===== src/hw/rtl/assert_macros.svh =====
// Assertion macros shared by the RTL of the heading change rate unit.
// Bodies compile away when SYNTHESIS is defined.
`ifndef ASSERT_MACROS_SVH
`define ASSERT_MACROS_SVH

`ifndef SYNTHESIS

`define ASSERT_IMPLY(label, clk, rst_n, ante, cons) \
    label: assert property (@(posedge clk) disable iff (!rst_n) (ante) |-> (cons)) \
        else $error("%m: implication failed");

`define ASSERT_NEXT(label, clk, rst_n, ante, cons) \
    label: assert property (@(posedge clk) disable iff (!rst_n) (ante) |=> (cons)) \
        else $error("%m: next-cycle check failed");

`else

`define ASSERT_IMPLY(label, clk, rst_n, ante, cons)

`define ASSERT_NEXT(label, clk, rst_n, ante, cons)

`endif

`endif


===== src/hw/rtl/hcr_pkg.sv =====
// Package for the heading change rate unit: widths, angle constants,
// arctangent table and result structs. No dependencies.
package hcr_pkg;

    localparam int ANGLE_BITS   = 16;
    localparam int COUNT_BITS   = 16;
    localparam int THR_W        = 16;
    localparam int LON_W        = 32;
    localparam int LAT_W        = 31;
    localparam int DX_W         = LON_W + 1;
    localparam int DY_W         = LAT_W + 1;
    localparam int CORDIC_W     = 45;
    localparam int NORM_SHIFT   = 40;
    localparam int ACC_W        = 32;
    localparam int CORDIC_STEPS = 26;
    localparam int STEP_W       = $clog2(CORDIC_STEPS);
    localparam int RATIO_FRAC   = 16;
    localparam int RATIO_W      = 17;
    localparam int OUT_CNT_W    = 16;
    localparam int DIV_NUM_W    = COUNT_BITS + RATIO_FRAC;
    localparam int DIV_CNT_W    = $clog2(DIV_NUM_W);

    localparam logic [ANGLE_BITS-1:0] ANG_ZERO     = '0;
    localparam logic [ANGLE_BITS-1:0] ANG_HALF_PI  = ANGLE_BITS'(1) << (ANGLE_BITS - 2);
    localparam logic [ANGLE_BITS-1:0] ANG_PI       = ANGLE_BITS'(1) << (ANGLE_BITS - 1);
    localparam logic [ANGLE_BITS-1:0] ANG_3HALF_PI = ANG_PI | ANG_HALF_PI;

    typedef struct packed {
        logic                  done;
        logic [ANGLE_BITS-1:0] heading;
    } t_cordic_res;

    typedef struct packed {
        logic                 done;
        logic [DIV_NUM_W-1:0] quotient;
    } t_div_res;

    // atan(2^-i) in units of 2^-32 turn
    function automatic logic [ACC_W-1:0] atan_turn(input logic [STEP_W-1:0] idx);
        logic [ACC_W-1:0] v;
        unique case (idx)
            5'd0:    v = 32'h20000000;
            5'd1:    v = 32'h12E4051E;
            5'd2:    v = 32'h09FB385B;
            5'd3:    v = 32'h051111D4;
            5'd4:    v = 32'h028B0D43;
            5'd5:    v = 32'h0145D7E1;
            5'd6:    v = 32'h00A2F61E;
            5'd7:    v = 32'h00517C55;
            5'd8:    v = 32'h0028BE53;
            5'd9:    v = 32'h00145F2F;
            5'd10:   v = 32'h000A2F98;
            5'd11:   v = 32'h000517CC;
            5'd12:   v = 32'h00028BE6;
            5'd13:   v = 32'h000145F3;
            5'd14:   v = 32'h0000A2FA;
            5'd15:   v = 32'h0000517D;
            5'd16:   v = 32'h000028BE;
            5'd17:   v = 32'h0000145F;
            5'd18:   v = 32'h00000A30;
            5'd19:   v = 32'h00000518;
            5'd20:   v = 32'h0000028C;
            5'd21:   v = 32'h00000146;
            5'd22:   v = 32'h000000A3;
            5'd23:   v = 32'h00000051;
            5'd24:   v = 32'h00000029;
            5'd25:   v = 32'h00000014;
            default: v = '0;
        endcase
        return v;
    endfunction

endpackage


===== src/hw/rtl/heading_change_rate_unit.sv =====
// Top level of the heading change rate unit: point sequencer, counters,
// config register. Uses hcr_pkg, hcr_cordic, hcr_divider.
//
//   channel  | direction | handshake                | payload
//   ---------+-----------+--------------------------+---------------------------------
//   in       | input     | i_in_valid / o_in_stall  | longitude, latitude, last_point
//   out      | output    | o_out_valid / i_out_stall| turn_ratio, turn_total,
//            |           |                          | change_total, too_short
//   apb      | input     | psel/penable/pready      | paddr, pwdata, prdata
//
// The next point is taken once the current one is done: the first point of a segment
// only counts, an axis or zero step takes the CORDIC shortcut, else it runs 9 to 40
// normalizing shifts, 26 CORDIC steps and a handoff. A last point adds the 32-step
// divider (skipped when the segment is too short), plus any output stall.
// o_in_stall is high from acceptance until the point is done and, on a last
// point, until the result beat is taken. Reset is synchronous; no clearing pass.
`include "assert_macros.svh"

module heading_change_rate_unit import hcr_pkg::*; (
    input  logic                        i_clk,
    input  logic                        i_rst_n,

    input  logic                        i_in_valid,
    output logic                        o_in_stall,
    input  logic signed [LON_W-1:0]     i_longitude,
    input  logic signed [LAT_W-1:0]     i_latitude,
    input  logic                        i_last_point,

    output logic                        o_out_valid,
    input  logic                        i_out_stall,
    output logic [RATIO_W-1:0]          o_turn_ratio,
    output logic [OUT_CNT_W-1:0]        o_turn_total,
    output logic [OUT_CNT_W-1:0]        o_change_total,
    output logic                        o_too_short,

    input  logic                        psel,
    input  logic                        penable,
    input  logic                        pwrite,
    input  logic [2:0]                  paddr,
    input  logic [31:0]                 pwdata,
    output logic [31:0]                 prdata,
    output logic                        pready
);

    typedef enum logic [2:0] {
        S_IDLE, S_HEAD_GO, S_HEAD_WAIT, S_COUNT, S_FINISH, S_DIV_WAIT, S_OUT
    } t_state;

    localparam logic                  REG_TURN_THRESHOLD = 1'b0;
    localparam logic [THR_W-1:0]      THR_RESET = THR_W'(5461);
    localparam logic [COUNT_BITS-1:0] COUNT_MAX = {COUNT_BITS{1'b1}};
    localparam int                    CMP_W     = ANGLE_BITS + THR_W + 1;

    t_state                    r_state;
    logic [THR_W-1:0]          r_threshold;
    logic signed [LON_W-1:0]   r_prev_lon;
    logic signed [LAT_W-1:0]   r_prev_lat;
    logic [ANGLE_BITS-1:0]     r_prev_heading;
    logic [COUNT_BITS-1:0]     r_points;
    logic [COUNT_BITS-1:0]     r_turns;
    logic                      r_last;
    logic signed [DX_W-1:0]    r_dx;
    logic signed [DY_W-1:0]    r_dy;
    logic [RATIO_W-1:0]        r_ratio;
    logic [OUT_CNT_W-1:0]      r_turn_total;
    logic [OUT_CNT_W-1:0]      r_change_total;
    logic                      r_too_short;

    t_cordic_res               w_cordic;
    t_div_res                  w_div;
    logic                      w_cfg_wr;
    logic [ANGLE_BITS-1:0]     w_diff;
    logic [ANGLE_BITS-1:0]     w_fold;
    logic                      w_is_turn;
    logic [COUNT_BITS-1:0]     w_changes;
    logic                      w_div_start;

    assign w_cfg_wr = psel && penable && pwrite && pready;
    assign pready   = 1'b1;
    assign prdata   = (paddr[2] == REG_TURN_THRESHOLD) ? 32'(r_threshold) : '0;

    always_ff @(posedge i_clk) begin
        if (!i_rst_n) begin
            r_threshold <= THR_RESET;
        end else if (w_cfg_wr && paddr[2] == REG_TURN_THRESHOLD) begin
            r_threshold <= pwdata[THR_W-1:0];
        end
    end

    assign w_diff    = w_cordic.heading - r_prev_heading;
    assign w_fold    = (w_diff > ANG_PI) ? (ANGLE_BITS'(0) - w_diff) : w_diff;
    assign w_is_turn = (CMP_W'(w_fold) << THR_W) > (CMP_W'(r_threshold) << ANGLE_BITS);
    assign w_changes = r_points - COUNT_BITS'(2);
    assign w_div_start = (r_state == S_FINISH) && (r_points >= COUNT_BITS'(3));

    hcr_cordic u_cordic (
        .i_clk   (i_clk),
        .i_rst_n (i_rst_n),
        .i_start (r_state == S_HEAD_GO),
        .i_dx    (r_dx),
        .i_dy    (r_dy),
        .o_res   (w_cordic)
    );

    hcr_divider u_divider (
        .i_clk     (i_clk),
        .i_rst_n   (i_rst_n),
        .i_start   (w_div_start),
        .i_turns   (r_turns),
        .i_changes (w_changes),
        .o_res     (w_div)
    );

    always_ff @(posedge i_clk) begin
        if (!i_rst_n) begin
            r_state        <= S_IDLE;
            r_prev_lon     <= '0;
            r_prev_lat     <= '0;
            r_prev_heading <= '0;
            r_points       <= '0;
            r_turns        <= '0;
        end else begin
            unique case (r_state)
                S_IDLE: begin
                    if (i_in_valid) begin
                        r_dx       <= DX_W'(i_longitude) - DX_W'(r_prev_lon);
                        r_dy       <= DY_W'(i_latitude) - DY_W'(r_prev_lat);
                        r_prev_lon <= i_longitude;
                        r_prev_lat <= i_latitude;
                        r_last     <= i_last_point;
                        r_state    <= (r_points != '0) ? S_HEAD_GO : S_COUNT;
                    end
                end
                S_HEAD_GO: begin
                    r_state <= S_HEAD_WAIT;
                end
                S_HEAD_WAIT: begin
                    if (w_cordic.done) begin
                        if (r_points >= COUNT_BITS'(2) && w_is_turn && r_turns != COUNT_MAX) begin
                            r_turns <= r_turns + 1'b1;
                        end
                        r_prev_heading <= w_cordic.heading;
                        r_state        <= S_COUNT;
                    end
                end
                S_COUNT: begin
                    if (r_points != COUNT_MAX) begin
                        r_points <= r_points + 1'b1;
                    end
                    r_state <= r_last ? S_FINISH : S_IDLE;
                end
                S_FINISH: begin
                    if (r_points < COUNT_BITS'(3)) begin
                        r_ratio        <= '0;
                        r_turn_total   <= '0;
                        r_change_total <= '0;
                        r_too_short    <= 1'b1;
                        r_state        <= S_OUT;
                    end else begin
                        r_turn_total   <= (32'(r_turns) > 32'hFFFF) ?
                                          OUT_CNT_W'(16'hFFFF) : OUT_CNT_W'(r_turns);
                        r_change_total <= (32'(w_changes) > 32'hFFFF) ?
                                          OUT_CNT_W'(16'hFFFF) : OUT_CNT_W'(w_changes);
                        r_too_short    <= 1'b0;
                        r_state        <= S_DIV_WAIT;
                    end
                    r_points       <= '0;
                    r_turns        <= '0;
                    r_prev_heading <= '0;
                end
                S_DIV_WAIT: begin
                    if (w_div.done) begin
                        r_ratio <= w_div.quotient[RATIO_W-1:0];
                        r_state <= S_OUT;
                    end
                end
                S_OUT: begin
                    if (!i_out_stall) begin
                        r_state <= S_IDLE;
                    end
                end
                default: begin
                    r_state <= S_IDLE;
                end
            endcase
        end
    end

    assign o_in_stall     = (r_state != S_IDLE);
    assign o_out_valid    = (r_state == S_OUT);
    assign o_turn_ratio   = r_ratio;
    assign o_turn_total   = r_turn_total;
    assign o_change_total = r_change_total;
    assign o_too_short    = r_too_short;

    `ASSERT_IMPLY(a_turns_le_points, i_clk, i_rst_n, 1'b1, r_turns <= r_points)
    `ASSERT_IMPLY(a_heading_when_waited, i_clk, i_rst_n, w_cordic.done, r_state == S_HEAD_WAIT)
    `ASSERT_IMPLY(a_short_is_zero, i_clk, i_rst_n, o_out_valid && o_too_short,
                  o_turn_ratio == '0 && o_turn_total == '0 && o_change_total == '0)

endmodule


===== src/hw/rtl/hcr_cordic.sv =====
// Iterative heading unit: axis shortcuts, normalizing shift, then one
// CORDIC vectoring step per cycle on a shared shift/add datapath. Uses hcr_pkg.
`include "assert_macros.svh"

module hcr_cordic import hcr_pkg::*; (
    input  logic                       i_clk,
    input  logic                       i_rst_n,
    input  logic                       i_start,
    input  logic signed [DX_W-1:0]     i_dx,
    input  logic signed [DY_W-1:0]     i_dy,
    output t_cordic_res                o_res
);

    typedef enum logic [1:0] {C_IDLE, C_NORM, C_ROT, C_ROUND} t_state;

    localparam logic signed [CORDIC_W-1:0] NORM_LIM =
        {{(CORDIC_W - NORM_SHIFT - 1){1'b0}}, 1'b1, {NORM_SHIFT{1'b0}}};
    localparam logic [STEP_W-1:0] STEP_LAST  = STEP_W'(CORDIC_STEPS - 1);
    localparam logic [ACC_W-1:0]  ROUND_HALF = ACC_W'(1) << (ACC_W - 1 - ANGLE_BITS);
    localparam logic [ACC_W-1:0]  ACC_PI     = ACC_W'(1) << (ACC_W - 1);

    t_state                      r_state;
    logic signed [CORDIC_W-1:0]  r_x;
    logic signed [CORDIC_W-1:0]  r_y;
    logic [ACC_W-1:0]            r_acc;
    logic [STEP_W-1:0]           r_step;
    logic                        r_done;
    logic [ANGLE_BITS-1:0]       r_heading;

    logic signed [CORDIC_W-1:0]  w_dx_ext;
    logic signed [CORDIC_W-1:0]  w_dy_ext;
    logic signed [CORDIC_W-1:0]  w_xs;
    logic signed [CORDIC_W-1:0]  w_ys;
    logic                        w_norm_more;
    logic [ACC_W-1:0]            w_rounded;
    logic [ACC_W-1:0]            w_atan;

    assign w_dx_ext    = CORDIC_W'(i_dx);
    assign w_dy_ext    = CORDIC_W'(i_dy);
    assign w_xs        = r_x >>> r_step;
    assign w_ys        = r_y >>> r_step;
    assign w_norm_more = (r_x < NORM_LIM) && (r_y < NORM_LIM) && (r_y > -NORM_LIM);
    assign w_rounded   = r_acc + ROUND_HALF;
    assign w_atan      = atan_turn(r_step);

    always_ff @(posedge i_clk) begin
        if (!i_rst_n) begin
            r_state <= C_IDLE;
            r_done  <= 1'b0;
        end else begin
            r_done <= 1'b0;
            unique case (r_state)
                C_IDLE: begin
                    if (i_start) begin
                        if (i_dx == '0 && i_dy == '0) begin
                            r_heading <= ANG_ZERO;
                            r_done    <= 1'b1;
                        end else if (i_dx == '0) begin
                            r_heading <= (i_dy > 0) ? ANG_HALF_PI : ANG_3HALF_PI;
                            r_done    <= 1'b1;
                        end else if (i_dy == '0) begin
                            r_heading <= (i_dx > 0) ? ANG_ZERO : ANG_PI;
                            r_done    <= 1'b1;
                        end else begin
                            if (i_dx < 0) begin
                                r_x   <= -w_dx_ext;
                                r_y   <= -w_dy_ext;
                                r_acc <= ACC_PI;
                            end else begin
                                r_x   <= w_dx_ext;
                                r_y   <= w_dy_ext;
                                r_acc <= '0;
                            end
                            r_state <= C_NORM;
                        end
                    end
                end
                C_NORM: begin
                    if (w_norm_more) begin
                        r_x <= r_x <<< 1;
                        r_y <= r_y <<< 1;
                    end else begin
                        r_step  <= '0;
                        r_state <= C_ROT;
                    end
                end
                C_ROT: begin
                    if (r_y >= 0) begin
                        r_x   <= r_x + w_ys;
                        r_y   <= r_y - w_xs;
                        r_acc <= r_acc + w_atan;
                    end else begin
                        r_x   <= r_x - w_ys;
                        r_y   <= r_y + w_xs;
                        r_acc <= r_acc - w_atan;
                    end
                    if (r_step == STEP_LAST) begin
                        r_state <= C_ROUND;
                    end else begin
                        r_step <= r_step + 1'b1;
                    end
                end
                C_ROUND: begin
                    r_heading <= w_rounded[ACC_W-1 -: ANGLE_BITS];
                    r_done    <= 1'b1;
                    r_state   <= C_IDLE;
                end
            endcase
        end
    end

    assign o_res.done    = r_done;
    assign o_res.heading = r_heading;

    `ASSERT_NEXT(a_done_single, i_clk, i_rst_n, r_done, !r_done)
    `ASSERT_IMPLY(a_x_positive, i_clk, i_rst_n, r_state == C_ROT, r_x > 0)
    `ASSERT_IMPLY(a_done_idle, i_clk, i_rst_n, r_done, r_state == C_IDLE)

endmodule


===== src/hw/rtl/hcr_divider.sv =====
// Restoring divider, one quotient bit per cycle, for the turn ratio.
// Uses hcr_pkg.
`include "assert_macros.svh"

module hcr_divider import hcr_pkg::*; (
    input  logic                  i_clk,
    input  logic                  i_rst_n,
    input  logic                  i_start,
    input  logic [COUNT_BITS-1:0] i_turns,
    input  logic [COUNT_BITS-1:0] i_changes,
    output t_div_res              o_res
);

    logic                  r_busy;
    logic                  r_done;
    logic [DIV_CNT_W-1:0]  r_count;
    logic [DIV_NUM_W-1:0]  r_num;
    logic [COUNT_BITS-1:0] r_rem;
    logic [COUNT_BITS-1:0] r_div;

    logic [COUNT_BITS:0]   w_trial;
    logic                  w_ge;
    logic [COUNT_BITS:0]   w_diff;

    assign w_trial = {r_rem, r_num[DIV_NUM_W-1]};
    assign w_ge    = w_trial >= {1'b0, r_div};
    assign w_diff  = w_trial - {1'b0, r_div};

    always_ff @(posedge i_clk) begin
        if (!i_rst_n) begin
            r_busy <= 1'b0;
            r_done <= 1'b0;
        end else begin
            r_done <= 1'b0;
            if (!r_busy) begin
                if (i_start) begin
                    r_num   <= {i_turns, {RATIO_FRAC{1'b0}}};
                    r_div   <= i_changes;
                    r_rem   <= '0;
                    r_count <= DIV_CNT_W'(DIV_NUM_W - 1);
                    r_busy  <= 1'b1;
                end
            end else begin
                r_rem <= w_ge ? w_diff[COUNT_BITS-1:0] : w_trial[COUNT_BITS-1:0];
                r_num <= {r_num[DIV_NUM_W-2:0], w_ge};
                if (r_count == '0) begin
                    r_busy <= 1'b0;
                    r_done <= 1'b1;
                end else begin
                    r_count <= r_count - 1'b1;
                end
            end
        end
    end

    assign o_res.done     = r_done;
    assign o_res.quotient = r_num;

    `ASSERT_IMPLY(a_rem_below_div, i_clk, i_rst_n, r_busy, r_rem < r_div)
    `ASSERT_NEXT(a_done_single, i_clk, i_rst_n, r_done, !r_done)
    `ASSERT_IMPLY(a_div_nonzero, i_clk, i_rst_n, r_busy, r_div != '0)

endmodule


===== config.mk =====
export PLATFORM = sky130hd
export DESIGN_NAME = heading_change_rate_unit
export DESIGN_NICKNAME = d
export VERILOG_FILES = /design/src/hw/rtl/hcr_pkg.sv /design/src/hw/rtl/heading_change_rate_unit.sv /design/src/hw/rtl/hcr_cordic.sv /design/src/hw/rtl/hcr_divider.sv
export VERILOG_INCLUDE_DIRS = /design/src /design/src/hw/rtl
export SDC_FILE = /design/constraint.sdc
export NUM_CORES = 2
export LEC_CHECK = 0
export BUFFER_PORTS_ARGS = -buffer_cell sky130_fd_sc_hd__buf_2
export CORE_UTILIZATION = 45
export CTS_BUF_LIST = sky130_fd_sc_hd__clkbuf_4
export CTS_CLUSTER_DIAMETER = 50
export CTS_CLUSTER_SIZE = 40
export DETAILED_ROUTE_END_ITERATION = 10
export GPL_ROUTABILITY_DRIVEN = 0
export SLEW_MARGIN = 20
export SYNTH_ARGS = -nofsm -noshare
export SYNTH_HDL_FRONTEND = slang
export SYNTH_SLANG_ARGS = --single-unit

===== constraint.sdc =====
create_clock -name i_clk -period 15.8 [get_ports i_clk]
set_clock_uncertainty 0.15 [all_clocks]
set_input_delay 0.79 -clock i_clk [delete_from_list [all_inputs] [get_ports i_clk]]
set_output_delay 0.79 -clock i_clk [all_outputs]
set_load 0.01 [all_outputs]

; After elaboration in Yosys (flattened, before gate mapping)
; Memory sizes are Yosys's and may differ from the RTL's. A register that Yosys moved wholly into a read port is not among the register bits.
; Index checks and enable logic that the tools add are counted.
[word_totals]
regBits = 463
wordCells = 213
inputBits = 106
mem_bits_ro = 960
memories = 1
[op_classes]
n_reduce_logical = 41
bitwise_logic = 2
n_shift = 2
n_mux = 79
add_sub_neg = 19
n_eq_ne = 29
n_lt_le_gt_ge = 13
[memory_table]
columns = memory, depth, word_bits, read_ports, rd_clocked_by_memory_dff, write_ports, line
row1 = (no name shown), 32, 30, 1, 1, 0, hcr_pkg.sv:41  ; unique case (idx)
[op_table]
columns = operator, n
row1 = $mux 45, 14
row2 = $pmux 45 s3, 2
row3 = $mux 32, 8
row4 = $mux 16, 15
row5 = $pmux 16 s2, 4
row6 = $add 45x45->45, 2
row7 = $lt 45x42->1 const B, 2
row8 = $sshr 45x5->45, 2
row9 = $sub 45x45->45, 2
row10 = $pmux 32 s2, 1
row11 = $ge 45x1->1 const B, 1
row12 = $gt 45x41->1 const B, 1
row13 = $neg 32->45, 1
row14 = $neg 33->45, 1
row15 = $mux 17, 2
row16 = $pmux 17 s2, 1
row17 = $gt 33x1->1 const B, 1
row18 = $logic_not 33->1, 1
row19 = $lt 33x1->1 const B, 1
row20 = $sub 32x32->33, 1
row21 = $add 16x1->16 const B, 2
row22 = $add 32x16->32 const B, 1
row23 = $add 32x32->32, 1
row24 = $ge 16x2->1 const B, 2
row25 = other kinds (44), 116

; Logic depth before layout (Yosys ltp)
[logic_depth]
word_depth = 9
depth_mapped = 34
mapped_depth_nobuf = 27

; Modules after synthesis
; From an unflattened synthesis, not the netlist that was laid out.
[hier_totals]
hier_cells = 5076
hier_area_um2 = 45347.2
[modules_own_cells]
columns = mod, area_each_um2, seq_area_each_um2, cells_each, instances
row1 = hcr_cordic, 26696.9, 4954.8, 3120, 1
row2 = heading_change_rate_unit, 15006.9, 6085.8, 1668, 1
row3 = hcr_divider, 3643.5, 2112.0, 288, 1

; Worst setup path before layout
; Ideal clock, no wire load.
[synth_path]
path_kind = reg2reg
from = register r_dy[7]
to = register u_cordic.r_x[0], enable pin
setup_time_ns = 0.672
t_arrival_ns = 8.225
stages_incl_launch_ff = 11
required_time_ns = 14.978
slack_ns = 6.753
synth_period_minus_slack_ns = 9.047
cell_sequence = edfxtp_1 -> or4_1 -> nor4_1 -> nor2b_1 -> nand4b_1 -> or4_1 -> or4_1 -> o21ai_0 -> o21ai_0 -> nand2_1 -> a211oi_1
[synth_via]
elab_chain_len = 4
word_cells_on_any_way = 5
cone_classes = eq/ne (2) / reduce/logical (3)
[synth_lines]
columns = element, line
row1 = "start, declared", heading_change_rate_unit.sv:63  ; logic signed [DY_W-1:0] r_dy;
row2 = "start signal, assigned", heading_change_rate_unit.sv:127  ; r_dy <= DY_W'(i_latitude) - DY_W'(r_prev_lat);
row3 = $logic_not 32->1 *, "hcr_cordic.sv:55, hcr_cordic.sv:61"
row4 = $logic_and 1x1->1, hcr_cordic.sv:55  ; if (i_dx == '0 && i_dy == '0) begin
row5 = $ne 2x2->1 (no line), --
row6 = $reduce_and 7->1 (no line) *, --
row7 = "end signal, assigned", hcr_cordic.sv:66  ; r_x <= -w_dx_ext;
row8 = "end signal, assigned", hcr_cordic.sv:70  ; r_x <= w_dx_ext;
row9 = "end signal, assigned", hcr_cordic.sv:80  ; r_x <= r_x <<< 1;
row10 = "end, declared", hcr_cordic.sv:23  ; logic signed [CORDIC_W-1:0] r_x;
; Mark *: on every way between the ends. The rest lies on a longest branch, timed or not.
; A chain may end at the register's enable or synchronous reset.

; Worst setup path in the final report
[layout_path]
from = register u_cordic.r_step[3]
to = register u_cordic.r_y[43], data pin
[layout_via]
elab_chain_len = 4
word_cells_on_any_way = 5
cone_classes = add/sub (2) / shift (1) / mux (2)
[layout_lines]
columns = element, line
row1 = "start, declared", hcr_cordic.sv:26  ; logic [STEP_W-1:0] r_step;
row2 = "start signal, assigned", hcr_cordic.sv:100  ; r_step <= r_step + 1'b1;
row3 = $sshr 45x5->45 *, hcr_cordic.sv:40  ; assign w_xs = r_x >>> r_step;
row4 = $add 45x45->45 / $sub 45x45->45 (equally long branches), "hcr_cordic.sv:94, hcr_cordic.sv:90"
row5 = $mux 45 *, hcr_cordic.sv:88  ; if (r_y >= 0) begin
row6 = $pmux 45 s3 *, hcr_cordic.sv:52  ; unique case (r_state)
row7 = "end signal, assigned", hcr_cordic.sv:67  ; r_y <= -w_dy_ext;
row8 = "end signal, assigned", hcr_cordic.sv:90  ; r_y <= r_y - w_xs;
row9 = "end signal, assigned", hcr_cordic.sv:94  ; r_y <= r_y + w_xs;
row10 = "end, declared", hcr_cordic.sv:24  ; logic signed [CORDIC_W-1:0] r_y;
; Marks and branches as above.

==> qor.csv <==
metric,value,unit
part of the power in combinational logic,0.629,
TritonCTS buffer count,74,
mux share of post-synthesis cell area,0.110,
R2R Setup Slk,6.98,ns
Synth Flop Type,edfxtp_1,
Worst-path clk slew,0.09,ns
maximum VDD drop,0.0773,mV
Clock Sinks,493,
Antenna Nets Post-Route,0,
hold path start,i_longitude[31],
WP data required,16.28,ns
Ys Warns,0,
Total Power,0.00761,W
FF-to-FF End,u_cordic.r_y[43],
area of the core,0.0950,mm2
fill count,9127,
Max Cap Violations,0,
simple logic cell fraction of the synthesized area,0.176,
RSZ-0062 raised after global routing,no,
non-filler instance count after layout,6254,
Worst Hold Class,in -> reg,
PD cells,163,mW/mm2
layout cells sized above 1,0.125,
final WL,127000,um
post-cts sizing count,0,
synthesized flop and latch total,493,
largest family of logic cells by synthesized area,compound AO/OA/AOI/OAI gates,
vias after detailed routing,37600,
# IOs,191,
biggest cell delay along the critical path,0.75,ns
most frequent cells in the layout,"nand2_1 (561), nor2_1 (335), edfxtp_1 (328), a21oi_1 (310), xnor2_1 (259)",
initial cell density of the core,0.455,
CP Launch Type,flip-flop,
Max Slew Vio Count,0,
maximum clock rate,113,MHz
CP bufs+invs,2,
wire per inst,20.3,um
Row Count,113,
sw frac,0.478,
R2R depth,22,
Leak Pwr,17.5,nW
worst hold slack,0.0733,ns
worst path arrival time,9.30,ns
Final setup viols,0,
P_int,0.00398,W
Clock Tree Buf Depth,3,
Compound-Gate Fraction of Synth Area,0.195,
Reg power frac,0.243,
"Min Clock Period, post-route",8.82,ns
utilization after layout,0.491,
placed insts,6032,
setup TNS,0,ns
crit path max fanout,77,
slowest stage cell on the critical path,mux2i_1,
outcome,finished clean,
Final Hold Viols,0,
Worst Tran Pin Value,1.12,ns
Max-slew headroom,0.242,
Async SR Flop Fraction,0,
critical path class,reg -> reg,
unique cell type count in the Yosys netlist,112,
largest net degree at the start of global routing,131,
"Seq/Total Area, Yosys",0.304,
hold path cells,3,
Crit path max-delay family,compound AO/OA/AOI/OAI gates,
Worst R2R Start,u_cordic.r_step[3],
first-pass GRT wire length,201000,um
initial antenna violation count,6,
Post-Synth XOR/XNOR Area,0.0825,
drt via density,6.02,
Crit path depth,22,
Post-synth EDFFs,328,
I/O Buffers,155,
Mapped Area,0.0432,mm2
worst skew pair latency,1.02,ns
Switch Pwr,0.00364,W
Total GRT Usage,0.256,
post-route DRC violation count,0,
"commonest non-fill, non-tap cell in the layout",nand2_1,
post-synthesis adder-cell area fraction,0.0779,
CTS tree,built,
die area,0.0973,mm2
Nets,5294,
Crit. End Element,flip-flop,
critical-path cell list,buf_4 > buf_4 > mux4_2 > mux2i_1 > mux2_2 > o211a_1 > nand3_1 > or4_1 > o31ai_1 > xor2_1 > ha_1 > and4_1 > and3_1 > a221oi_1 > o21ai_0 > a41oi_1 > o211ai_1 > a31o_2 > a31oi_1 > a31oi_1 > nor4bb_1 > or4_1,
Hold Path End,r_prev_lon[31],
vias in the first global route,35700,
TritonRoute pass-1 iters,6,
Avg Inst Size Synth,8.95,um2
Post-Syn Instances,4830,
synthesis-to-layout area growth,7.96,%
height of the chip,312,um
Clk pwr share,0.127,
grt total ovfl,0,
CTS H-tree lvls,3,
period utilization,0.558,
detailed placer's ending HPWL,92600,um
first-iteration detailed-routing DRC count,3928,
root buf cell,clkbuf_4,
Die X-Extent,312,um
## flip-flops by register name, indices dropped and copies added, names as in the netlist, 17 cells and up
signal	count
u_cordic.r_acc	32
r_prev_lon	32
o_turn_ratio	17
u_cordic.r_x	45
u_cordic.r_y	45
r_prev_lat	31
r_dy	32
r_dx	33
u_divider.r_num	32
u_cordic.w_atan	30
## metrics by stage
step,instance area [um2],setup slack (ns)
floorplan,43300,6.75
global placement,44600,7.28
detailed placement,44600,7.25
CTS,46600,7.24
global route,46700,6.74
finish,46700,6.98
## layer usage
| layer | part of all wire | track usage | vias up |
|---|---|---|---|
| li1 | - | - | 18000 |
| met1 | 0.42 | 0.335 | 17800 |
| met2 | 0.46 | 0.419 | 1478 |
| met3 | 0.078 | 0.0494 | 327 |
| met4 | 0.039 | 0.0960 | 0 |
| met5 | 0 | 0 | - |
## power groups by stage
stage	clock, W	combinational (W)	sequential, W
4_1_cts	0.00101	0.00471	0.00184
5_1_grt	0.00106	0.00525	0.00187
6_report	0.000971	0.00479	0.00185
3_3_place_gp	0	0.00464	0.00187
2_1_floorplan	0	0.00372	0.00176
3_5_place_dp	0	0.00467	0.00187
## worst max-delay path by stage
stage / from / endpoint
3_5_place_dp: u_cordic.r_step[3] / u_cordic.r_y[43]
2_1_floorplan: r_dy[7] / u_cordic.r_x[0]
5_1_grt: u_cordic.r_step[3] / u_cordic.r_y[43]
3_3_place_gp: u_cordic.r_step[3] / u_cordic.r_y[43]
4_1_cts: u_cordic.r_step[3] / u_cordic.r_y[43]
6_report: u_cordic.r_step[3] / u_cordic.r_y[43]
## cells in the mapped netlist, drive strengths merged, types with 11 or more instances
cell    instances  area share
nor4           36      0.0059
a221oi         53       0.011
a22oi          27      0.0047
o22ai          44      0.0064
nor2          336       0.029
o21bai         23      0.0041
and4           11      0.0022
nand4          37      0.0058
edfxtp        328        0.23
nand2         562       0.049
mux2           90       0.024
ha            258       0.075
o41ai          19      0.0040
xnor2         259       0.052
nor2b          87       0.013
a211o          12      0.0024
dfxtp         165       0.076
and2           64      0.0093
or2            24      0.0035
o21a           43      0.0075
a21oi         310       0.036
or4            19      0.0034
nand3         107       0.013
or3            50      0.0072
mux4          117       0.062
buf           107       0.019
xor2          148       0.030
clkbuf        182       0.016
a211oi         31      0.0054
and3           52      0.0075
nand3b         13      0.0023
o21ai         248       0.029
mux2i         106       0.025
a21o           91       0.016
o211ai         39      0.0069
nand2b         64      0.0094
nor3           81      0.0094
nor3b          11      0.0020
a21boi         83       0.014
inv           209       0.018
o31ai          63       0.011
a31oi          49      0.0071
## cells by family (layout without fill, tap and decap cells)
| kind of cell | count (synthesis) | count (layout) |
|---|---|---|
| muxes | 313 | 313 |
| buffers and inverters | 499 | 639 |
| adders and majority gates | 265 | 265 |
| xor gates and xnor gates | 407 | 407 |
| AOI/OAI and AO/OA | 1273 | 1273 |
| and+or+nand+nor | 1578 | 1578 |
| other | 2 | 21 |
| DFF | 493 | 493 |
## timing repair
item                                    CTS  global route
buffers inserted                          0             0
endpoints found under the setup margin    0             0
endpoints found under the hold margin    80             0
hold buffers                             80             0
## cell type report
cell class / count / area, um2 / share of cell area
Inverter: 210 / 788 / 0.0169
Clock buffer: 80 / 601 / 0.0129
Tap cell: 1265 / 1580 / 0.0339
Antenna cell: 4 / 10.0 / 0.000215
Multi-Input combinational cell: 3853 / 27900 / 0.598
Sequential cell: 493 / 13200 / 0.282
Timing Repair Buffer: 291 / 2020 / 0.0433
Clock inverter: 58 / 617 / 0.0132
## worst register-to-register path, cell delays in order, from the launching register on
cell and delay [ns]:
edfxtp_1 0.32, buf_4 0.68, buf_4 0.78, mux4_2 0.59, mux2i_1 0.75, mux2_2 0.41
o211a_1 0.22, nand3_1 0.10, or4_1 0.74, o31ai_1 0.34, xor2_1 0.11, ha_1 0.41
and4_1 0.23, and3_1 0.20, a221oi_1 0.32, o21ai_0 0.12, a41oi_1 0.39, o211ai_1 0.27
a31o_2 0.35, a31oi_1 0.27, a31oi_1 0.17, nor4bb_1 0.17, or4_1 0.52
Note: power is estimated with default switching activity, not from simulation.
